File: src/rtl/core/lzf_stream_decompressor_defines.svh
// Assertion macros for the LZF stream decompressor.
`ifndef LZF_STREAM_DECOMPRESSOR_DEFINES_SVH
`define LZF_STREAM_DECOMPRESSOR_DEFINES_SVH

`ifndef SYNTHESIS
`define LZF_ASSERT_IMP(lbl, ante, cons) \
  lbl: assert property (@(posedge clk) disable iff (!rst_n) (ante) |-> (cons)) \
    else $error("lzf assertion failed");
`define LZF_ASSERT_NXT(lbl, ante, cons) \
  lbl: assert property (@(posedge clk) disable iff (!rst_n) (ante) |=> (cons)) \
    else $error("lzf assertion failed");
`else
`define LZF_ASSERT_IMP(lbl, ante, cons)
`define LZF_ASSERT_NXT(lbl, ante, cons)
`endif

`endif

File: src/rtl/core/lzf_pkg.sv
// Shared types and constants of the LZF stream decompressor.
`timescale 1ns / 1ps
`default_nettype none

package lzf_pkg;

  localparam int WORD_W = 64;
  localparam int CNT_W  = 4;
  localparam int LEN_W  = 32;

  typedef enum logic [2:0] {
    ERR_NONE  = 3'd0,
    ERR_TRUNC = 3'd1,
    ERR_OVF   = 3'd2,
    ERR_REF   = 3'd3,
    ERR_LEN   = 3'd4
  } err_t;

  typedef enum logic [1:0] {
    PH_CTRL = 2'd0,
    PH_LIT  = 2'd1,
    PH_EXT  = 2'd2,
    PH_OFS  = 2'd3
  } phase_t;

  typedef struct packed {
    logic stream_done;
    err_t status;
  } lzf_meta_t;

endpackage

`default_nettype wire

File: src/rtl/core/lzf_pack.sv
// Byte packer and output word register.
`timescale 1ns / 1ps
`default_nettype none

module lzf_pack #(
  parameter int OUT_BYTES_PER_WORD = 8
) (
  input  wire logic                            clk,
  input  wire logic                            rst_n,
  input  wire logic                            push,
  input  wire logic                            final_word,
  input  wire logic [7:0]                      byte_in,
  input  wire lzf_pkg::lzf_meta_t              meta,
  output logic                                 ok,
  output logic                                 out_valid,
  input  wire logic                            out_ready,
  output logic      [lzf_pkg::WORD_W-1:0]      out_data,
  output logic      [lzf_pkg::CNT_W-1:0]       out_count,
  output logic                                 out_run_last,
  output logic                                 out_stream_done,
  output logic      [2:0]                      out_status
);

  logic [lzf_pkg::WORD_W-1:0] acc_r;
  logic [lzf_pkg::CNT_W-1:0]  cnt_r;
  logic                       ov_r;
  logic [lzf_pkg::WORD_W-1:0] data_r;
  logic [lzf_pkg::CNT_W-1:0]  count_r;
  logic                       run_last_r;
  logic                       done_r;
  lzf_pkg::err_t              status_r;

  logic [lzf_pkg::WORD_W-1:0] sh_byte;
  logic [lzf_pkg::WORD_W-1:0] word_data;
  logic [lzf_pkg::CNT_W-1:0]  word_count;
  logic                       emit;

  always_comb begin
    ok         = !ov_r || out_ready;
    sh_byte    = {56'd0, byte_in} << {cnt_r[2:0], 3'b000};
    word_data  = acc_r | (push ? sh_byte : '0);
    word_count = cnt_r + {{(lzf_pkg::CNT_W-1){1'b0}}, push};
    emit       = ok && (final_word ||
                 (push && cnt_r == lzf_pkg::CNT_W'(OUT_BYTES_PER_WORD - 1)));
  end

  always_ff @(posedge clk) begin
    if (!rst_n) begin
      acc_r <= '0;
      cnt_r <= '0;
      ov_r  <= 1'b0;
    end else if (emit) begin
      acc_r <= '0;
      cnt_r <= '0;
      ov_r  <= 1'b1;
    end else begin
      if (ok && push) begin
        acc_r <= word_data;
        cnt_r <= word_count;
      end
      if (out_ready) begin
        ov_r <= 1'b0;
      end
    end
  end

  always_ff @(posedge clk) begin
    if (emit) begin
      data_r     <= word_data;
      count_r    <= word_count;
      run_last_r <= final_word;
      done_r     <= meta.stream_done;
      status_r   <= meta.status;
    end
  end

  assign out_valid       = ov_r;
  assign out_data        = data_r;
  assign out_count       = count_r;
  assign out_run_last    = run_last_r;
  assign out_stream_done = done_r;
  assign out_status      = status_r;

endmodule

`default_nettype wire

File: config.mk
export PLATFORM = sky130hd
export DESIGN_NAME = lzf_pack
export DESIGN_NICKNAME = d
export VERILOG_FILES = /design/src/rtl/core/lzf_stream_decompressor_defines.svh /design/src/rtl/core/lzf_pkg.sv /design/src/rtl/core/lzf_pack.sv
export SDC_FILE = /design/constraint.sdc
export NUM_CORES = 1
export LEC_CHECK = 0
export ABC_AREA = 1
export BUFFER_PORTS_ARGS = -buffer_cell sky130_fd_sc_hd__buf_2
export CAP_MARGIN = 15
export CELL_PAD_IN_SITES_DETAIL_PLACEMENT = 0
export CELL_PAD_IN_SITES_GLOBAL_PLACEMENT = 1
export CORE_ASPECT_RATIO = 2
export CORE_UTILIZATION = 46
export DETAILED_ROUTE_END_ITERATION = 8
export PLACE_DENSITY_LB_ADDON = 0.1
export SLEW_MARGIN = 5
export SYNTH_ARGS = -nofsm -noshare
export SYNTH_HDL_FRONTEND = slang
export SYNTH_SLANG_ARGS = --single-unit
File: constraint.sdc
create_clock -name clk -period 5.7 [get_ports clk]
set_input_delay 0.855 -clock clk [delete_from_list [all_inputs] [get_ports clk]]
set_output_delay 0.855 -clock clk [all_outputs]
set_load 0.02 [all_outputs]
==> run metrics <==
filler instances 1,026; clk_lat worst skew 410 ps; area of the core 11,700 um^2; Final Setup Violations 0; final hold violation count 0; num rows 56; clock buffer count from CTS 17; most frequent cells in the layout nor2_1, buf_2, edfxtp_1; largest net degree at the start of global routing 43; Post-CTS Setup Bufs 0; post-synthesis sequential area ratio 0.649; maximum vdd drop 0.276 mV; Detailed Place HPWL 8090 um; slowest stage delay, CP 930 ps; routability cong. 0.798; Worst-path clk slew 60 ps; path depth of the worst reg2reg path 7; crit path launch type input port; Ant. Diodes 0; Vias/cell 5.03; die width 79.3 um; fin crit share 0.552; final net count 652; post-synth cell types 23; CTS tree yes; final core utilization 0.562; post-route ant nets 0; worst path bufs/invs 3; vias post-DR 3,981; DIE AREA 12,400 um^2; Sw Pwr 532 uW; layout cells sized above 1 0.215; GRT Residual Overflow 0; hold crit path type reg2reg; post-cts sizing count 0; crit path max fanout 30; Setup CP Type in2reg; pre-CTS WS 2180 ps; Leak 0.00291 uW; Mean Syn Cell Area 10.0 um^2; critical path's top delay family simple AND/OR/NAND/NOR gates; Ys Warns 0; Longest Clk Path Bufs 2; syn nets 569; Net Sw Frac 0.228; Hold Path Depth 2; Slowest cell on crit path inv_1; Cell Pwr Density 354 nW/um^2; Synth Cell Area 5500 um^2; WP data required 5980 ps; PortBufs 91; WHS 472 ps; actual slew at the worst max-slew pin 978 ps; max-slew violation count 0; maxcap violations 0; vias in the first global route 3,870; Syn Inst Count 550; clock period minus worst slack 3150 ps; Int Pwr 1800 uW; WP data arrival 3430 ps; most common cell after layout, fill and taps aside nor2_1; FMAX 318 MHz; H-tree depth 4; Layout area overhead 19.5%; crit-path cells buf_2 -> inv_1 -> nand2_1 -> nand2_1 -> inv_1 -> nand3_1 -> nand2_1 -> nor2_1; synthesized flop and latch total 142; Critical Path End Type register; combinational power share 0.062; GRT Total Usage 0.207; Clk pwr share 0.460; setup ws final 2550 ps; DR WL/cell 15.1 um; first-pass GRT wire length 19,200 um; Setup Total Neg Slack 0 ps; Slew Limit Headroom 0.347; status finished, final reports clean; sequential share of power 0.479; CTS Hold Bufs 0; antenna violations before repair 0; # IOs 92; Remaining DRCs 0; Pre-antenna DRT Iters 4; Crit path depth 8; drt total wl 12,000 um; Sink Count 142; Die Y-Extent 157 um; Worst Skew 6.99 ps; root buffer cell clkbuf_16; initial core utilization 0.470; cell mode on critical path nand2_1; DRT iter0 DRCs 315; RSZ-0062 raised after global routing no
[metal layers]
metal	GRT usage	routed length (um)	vias to the layer above
met3	0.0472	557	15
li1	-	-	1981
met4	0.0693	195	0
met2	0.371	6420	108
met1	0.237	4800	1877
met5	0	0	-
[layout make-up]
cell class | instances | area (um^2) | area share
Timing Repair Buffer | 93 | 470 | 0.0715
Multi-Input combinational cell | 334 | 1600 | 0.243
Tap cell | 145 | 181 | 0.0276
Clock inverter | 13 | 139 | 0.0211
Sequential cell | 142 | 3570 | 0.543
Clock buffer | 19 | 443 | 0.0674
Inverter | 45 | 169 | 0.0257
[through the flow]
step | cell area, um^2 | power [uW] | std cells
finish | 6580 | 2330 | 791
global placement | 5990 | 1280 | 759
detailed placement | 5990 | 1280 | 759
floorplan | 5500 | 1230 | 550
CTS | 6580 | 2350 | 791
global route | 6580 | 2410 | 791
[synthesized netlist by cell type, drive strengths merged]
| library cell | count | area (um^2) |
|---|---|---|
| nor2 | 137 | 519 |
| edfxtp | 73 | 2190 |
| dfxtp | 69 | 1380 |
| nand2 | 59 | 224 |
| inv | 45 | 169 |
| a21oi | 28 | 140 |
| o21bai | 26 | 195 |
| buf | 23 | 139 |
| a21o | 21 | 158 |
| nand3 | 21 | 105 |
| a31oi | 11 | 68.8 |
| or2 | 11 | 68.8 |
| nor3 | 10 | 50.1 |
| clkbuf | 6 | 22.5 |
| o21ai | 5 | 25.0 |
| ha | 2 | 25.0 |
| nand3b | 2 | 15.0 |
| nand4 | 1 | 6.26 |
[logic make-up after synthesis]
| family | Yosys count | share of synthesized area |
|---|---|---|
| DFF | 142 | 0.649 |
| AOI/OAI and AO/OA | 91 | 0.107 |
| buffers and inverters | 74 | 0.0600 |
| adders and majority gates | 2 | 0.00455 |
| and+or+nand+nor | 241 | 0.180 |
[sequential cells by signal, summed over array words and instances, names as in the netlist]
register	count
acc_r	64
out_data	64
cnt_r	4
out_count	4
out_status	3
out_run_last	1
out_stream_done	1
out_valid	1
[final timing paths]
| path | from | endpoint | slack (ps) |
|---|---|---|---|
| min | acc_r[26]$_SDFFE_PP0P_ | acc_r[26]$_SDFFE_PP0P_ | 470 |
| max reg2reg | cnt_r[2]$_SDFFE_PP0P_ | out_data[22]$_DFFE_PP_ | 2650 |
| min reg2reg | acc_r[26]$_SDFFE_PP0P_ | acc_r[26]$_SDFFE_PP0P_ | 470 |
| max | out_ready | cnt_r[3]$_SDFFE_PP0P_ | 2550 |
[worst min-delay path, stage by stage (launching register included)]
cell,delay (ps)
dfxtp_1,320
a21oi_1,40
nor2_1,80
[power by group through the flow]
stage / logic, uW / registers (uW) / clock network (uW)
floorplan: 61.3 / 1170 / 0
global placement: 143 / 1140 / 0
detailed placement: 145 / 1140 / 0
CTS: 146 / 1120 / 1090
global route: 157 / 1120 / 1130
finish: 143 / 1120 / 1070
Power figures use the tool's default switching activity.
