### src/rtl/core/lzf_stream_decompressor_defines.svh
// Assertion macros for the LZF stream decompressor.
`ifndef LZF_STREAM_DECOMPRESSOR_DEFINES_SVH
`define LZF_STREAM_DECOMPRESSOR_DEFINES_SVH

`ifndef SYNTHESIS
`define LZF_ASSERT_IMP(lbl, ante, cons) \
  lbl: assert property (@(posedge clk) disable iff (!rst_n) (ante) |-> (cons)) \
    else $error("lzf assertion failed");
`define LZF_ASSERT_NXT(lbl, ante, cons) \
  lbl: assert property (@(posedge clk) disable iff (!rst_n) (ante) |=> (cons)) \
    else $error("lzf assertion failed");
`else
`define LZF_ASSERT_IMP(lbl, ante, cons)
`define LZF_ASSERT_NXT(lbl, ante, cons)
`endif

`endif

### src/rtl/core/lzf_pkg.sv
// Shared types and constants of the LZF stream decompressor.
`timescale 1ns / 1ps
`default_nettype none

package lzf_pkg;

  localparam int WORD_W = 64;
  localparam int CNT_W  = 4;
  localparam int LEN_W  = 32;

  typedef enum logic [2:0] {
    ERR_NONE  = 3'd0,
    ERR_TRUNC = 3'd1,
    ERR_OVF   = 3'd2,
    ERR_REF   = 3'd3,
    ERR_LEN   = 3'd4
  } err_t;

  typedef enum logic [1:0] {
    PH_CTRL = 2'd0,
    PH_LIT  = 2'd1,
    PH_EXT  = 2'd2,
    PH_OFS  = 2'd3
  } phase_t;

  typedef struct packed {
    logic stream_done;
    err_t status;
  } lzf_meta_t;

endpackage

`default_nettype wire

### src/rtl/core/lzf_alu.sv
// Shared add-and-compare unit: (a + b) against c.
`timescale 1ns / 1ps
`default_nettype none

module lzf_alu (
  input  wire logic [lzf_pkg::LEN_W-1:0] a,
  input  wire logic [lzf_pkg::LEN_W-1:0] b,
  input  wire logic [lzf_pkg::LEN_W-1:0] c,
  output logic                           gt,
  output logic                           ne
);

  logic [lzf_pkg::LEN_W:0] sum;

  always_comb begin
    sum = {1'b0, a} + {1'b0, b};
    gt  = sum > {1'b0, c};
    ne  = sum != {1'b0, c};
  end

endmodule

`default_nettype wire

### config.mk
export PLATFORM = sky130hd
export DESIGN_NAME = lzf_alu
export DESIGN_NICKNAME = d
export VERILOG_FILES = /design/src/rtl/core/lzf_stream_decompressor_defines.svh /design/src/rtl/core/lzf_pkg.sv /design/src/rtl/core/lzf_alu.sv
export SDC_FILE = /design/constraint.sdc
export NUM_CORES = 1
export LEC_CHECK = 0
export BUFFER_PORTS_ARGS = -buffer_cell sky130_fd_sc_hd__clkbuf_2
export CAP_MARGIN = 10
export CELL_PAD_IN_SITES_DETAIL_PLACEMENT = 1
export CELL_PAD_IN_SITES_GLOBAL_PLACEMENT = 1
export CORE_ASPECT_RATIO = 2
export CORE_MARGIN = 4
export CORE_UTILIZATION = 37
export DETAILED_ROUTE_END_ITERATION = 6
export PLACE_DENSITY = 0.91
export SLEW_MARGIN = 20
export SYNTH_ARGS = -nofsm -noshare
export SYNTH_HDL_FRONTEND = slang
export SYNTH_SLANG_ARGS = --single-unit
### constraint.sdc
create_clock -name vclk -period 6.3
set_input_delay 0.945 -clock vclk [all_inputs]
set_output_delay 0.945 -clock vclk [all_outputs]
set_load 0.01 [all_outputs]
==> impl_metrics.sql <==
INSERT INTO impl_metrics (metric_group, metric, value, unit) VALUES
('routing', 'drt.antenna.violating_nets', '0', ''),
('worst_hold_path', 'min-delay-start', 'b[31]', ''),
('worst_setup_path', 'worst_ep_arrival_time', '4.83', 'ns'),
('clock_tree', 'post_cts_resize_count', '0', ''),
('synthesis', 'mappedNetlistNets', '512', ''),
('clock_tree', 'cts.repair_timing.setup_buffer_count', '0', ''),
('floorplan', 'floorplan.io_pins', '98', ''),
('worst_setup_path', 'cpPeakStageDelay', '0.57', 'ns'),
('floorplan', 'initial_core_util', '38.3', '%'),
('routing', 'remaining_drc_errors', '0', ''),
('sta', 'final-max-slew-violation-count', '0', ''),
('routing', 'detailed_router_iteration_count_before_antenna_repair', '4', ''),
('worst_setup_path', 'kind_of_end_point_of_the_critical_path', 'output pin', ''),
('layout', 'num_antenna_cells', '0', ''),
('synthesis', 'seq_area_frac_synth', '0', '%'),
('pwr', 'vdd_drop_max', '0.0415', 'mV'),
('worst_hold_path', 'min_delay_path_class', 'input port to output pin', ''),
('pwr', 'power_leakage', '0.00179', 'uW'),
('worst_setup_path', 'cp.buffers_inverters', '3', ''),
('worst_setup_path', 'slowest_stage', 'or4b_4', ''),
('global_route', 'grt_overflow_total', '0', ''),
('sta', 'fmaxAchievable', '0.173', 'GHz'),
('layout', 'seq_area', '0', 'um^2'),
('job', 'timing.max_cap.violations', '0', ''),
('routing', 'post_drt_wl_per_cell', '16.6', 'um'),
('routing', 'route.detailed.vias_per_inst', '5.64', ''),
('global_route', 'number_of_antenna_violations_at_the_first_check_in_global_routing', '0', ''),
('synthesis', 'top_count_cell_post_synth', 'ha_1', ''),
('synthesis', 'synth_top_cells_by_area', 'ha_1, a21o_1, a21oi_1, inv_1, xnor2_1', ''),
('sta', 'finalWorstPathRequiredPeriod', '5.78', 'ns'),
('sta', 'unrepaired_setup_endpoints_after_global_routing', 'no', ''),
('sta', 'setup_tns', '0', 'ns'),
('routing', 'wl', '8.85', 'mm'),
('sta', 'final.setup.worst_slack', '0.524', 'ns'),
('global_route', 'grt_pass1_wl', '14.6', 'mm'),
('worst_setup_path', 'critical_path.startpoint_type', 'input port', ''),
('placement', 'place.port_buffers', '98', ''),
('placement', 'pre_cts_ws', '0.513', 'ns'),
('sta', 'worst_case_headroom_to_the_max_slew_limit', '37.2', '%'),
('floorplan', 'design.die.area', '8450', 'um^2'),
('sta', 'worst_pin_slew', '0.931', 'ns'),
('layout', 'post_route_cells_drive_above_1_share', '26.4', '%'),
('worst_setup_path', 'crit_fanout', '3', ''),
('global_route', 'global_route.usage.total', '21.4', '%'),
('layout', 'synthToLayoutAreaGrowth', '22.5', '%'),
('global_route', 'via_count_of_the_first_global_routing_pass', '3453', ''),
('layout', 'finalNetCount', '607', ''),
('worst_setup_path', 'dominant_delay_contributor_by_cell_family_on_the_critical_path', 'compound AO/OA/AOI/OAI gates', ''),
('worst_hold_path', 'hold-path-endpoint', 'ne', ''),
('layout', 'flip_flop_and_latch_count', '0', ''),
('clock_tree', 'postCtsHoldBufs', '0', ''),
('outcome', 'status', 'finished clean', ''),
('floorplan', 'die_height', '126', 'um'),
('layout', 'finalCoreUtilization', '47.0', '%'),
('floorplan', 'die_w', '67.0', 'um'),
('worst_setup_path', 'timing.setup.critical_path_class', 'input port to output pin', ''),
('routing', 'dr_total_vias', '2998', ''),
('pwr', 'total_design_power', '360', 'uW'),
('worst_setup_path', 'crit_path_cell_trace', 'clkbuf_2 -> ha_1 -> inv_1 -> fa_1 -> and2b_1 -> o2111ai_2 -> and4_1 -> or4b_4 -> a21oi_4 -> nor2_2 -> o211a_1 -> ha_1 -> a21o_1 -> a21oi_1 -> o211a_1 -> o221ai_1 -> o211ai_1 -> nand3_1 -> clkbuf_2', ''),
('synthesis', 'synth_top_area_cell', 'ha_1', ''),
('synthesis', 'synth.top_cells.by_count', 'ha_1, inv_1, a21oi_1', ''),
('floorplan', 'core', '6730', 'um^2'),
('routing', 'number_of_violations_reported_at_the_end_of_detailed_routing_iteration_0', '85', ''),
('synthesis', 'syn_area', '2580', 'um^2'),
('sta', 'hold_violations', '0', ''),
('synthesis', 'synth.distinct_cells', '60', ''),
('worst_hold_path', 'min_delay_path_depth', '5', ''),
('layout', 'fillerInstances', '927', ''),
('synthesis', 'post_synth.cell_area_avg', '7.35', 'um^2'),
('sta', 'setup_viol', '0', ''),
('placement', 'dpl.hpwl', '8.22', 'mm'),
('floorplan', 'rows', '42', ''),
('worst_setup_path', 'worst-endpoint-required', '5.35', 'ns'),
('synthesis', 'synth_top_cell_area_share', '31.1', '%'),
('sta', 'final.period_utilization', '91.7', '%'),
('layout', 'total_of_clock_buffers_placed_in_the_layout', '0', ''),
('synthesis', 'netlist_instances', '351', ''),
('placement', 'gp_congestion', '0.907', ''),
('synthesis', 'yosys_warning_total', '0', ''),
('pwr', 'pwr_density_cell', '114', 'nW/um^2'),
('global_route', 'pin_count_of_the_biggest_net_entering_global_routing', '10', '');
-- layout by cell type, fill, tap and decap left out, drive strengths merged, types with 3 or more instances in the layout --
cell | synthesis | routed
a211oi | 4 | 4
a21o | 27 | 27
a21oi | 39 | 39
clkbuf | 4 | 98
ha | 64 | 64
inv | 46 | 46
nand2 | 21 | 21
nand2b | 3 | 3
nand3 | 13 | 13
nand4 | 7 | 7
nor2 | 18 | 18
nor2b | 4 | 4
nor3 | 4 | 4
nor4 | 3 | 3
o211ai | 6 | 6
o21ai | 11 | 11
o21bai | 6 | 6
xnor2 | 19 | 19
xor2 | 7 | 7
-- routing by layer --
layer	GRT usage (%)	wire (um)	part of all wire, %	vias up
met5	0	0	0	-
met4	9.45	399	4.5	0
met3	1.78	303	3.4	38
met1	18.5	2780	31	1377
li1	-	-	-	1487
met2	44.8	5370	61	96
-- worst max path at each step --
stage | end | cells past startpoint | slack, ns | from
floorplan | gt | 17 | 1.14 | a[0]
global placement | gt | 19 | 0.60 | a[0]
detailed placement | gt | 19 | 0.51 | a[0]
CTS | gt | 19 | 0.50 | a[0]
global route | gt | 19 | 0.34 | a[0]
finish | gt | 19 | 0.52 | a[0]
-- cell families (layout without fill, tap and decap cells) --
kind of cell | Yosys count | after routing | share of synthesized area (%)
AND/OR/NAND/NOR | 88 | 88 | 17.9
adder cells (fa/ha/maj) | 65 | 65 | 31.8
multiplexers | 1 | 1 | 0.437
AO/OA/AOI/OAI | 120 | 120 | 33.5
buffers and inverters | 51 | 144 | 7.47
XOR/XNOR | 26 | 26 | 8.83
-- stage by stage --
| step | instances | instance area, um^2 | hold WS, ns |
|---|---|---|---|
| 6_report | 532 | 3160 | 2.34 |
| 4_1_cts | 532 | 3160 | 2.34 |
| 5_1_grt | 532 | 3160 | 2.38 |
| 3_3_place_gp | 532 | 3160 | 2.33 |
| 2_1_floorplan | 351 | 2580 | 2.16 |
| 3_5_place_dp | 532 | 3160 | 2.34 |
-- area by class of cell --
| cell class | instances | area [um^2] | area share, % |
|---|---|---|---|
| Multi-Input combinational cell | 300 | 2390 | 75.5 |
| Timing Repair Buffer | 98 | 490 | 15.5 |
| Inverter | 46 | 173 | 5.47 |
| Tap cell | 88 | 110 | 3.49 |
-- report_power, final --
| group | total [uW] | internal (uW) | switching (uW) |
|---|---|---|---|
| combinational | 360 | 165 | 195 |
| sequential | 0 | 0 | 0 |
| clock | 0 | 0 | 0 |
| total | 360 | 165 | 195 |
(Power assumes the default switching activity.)
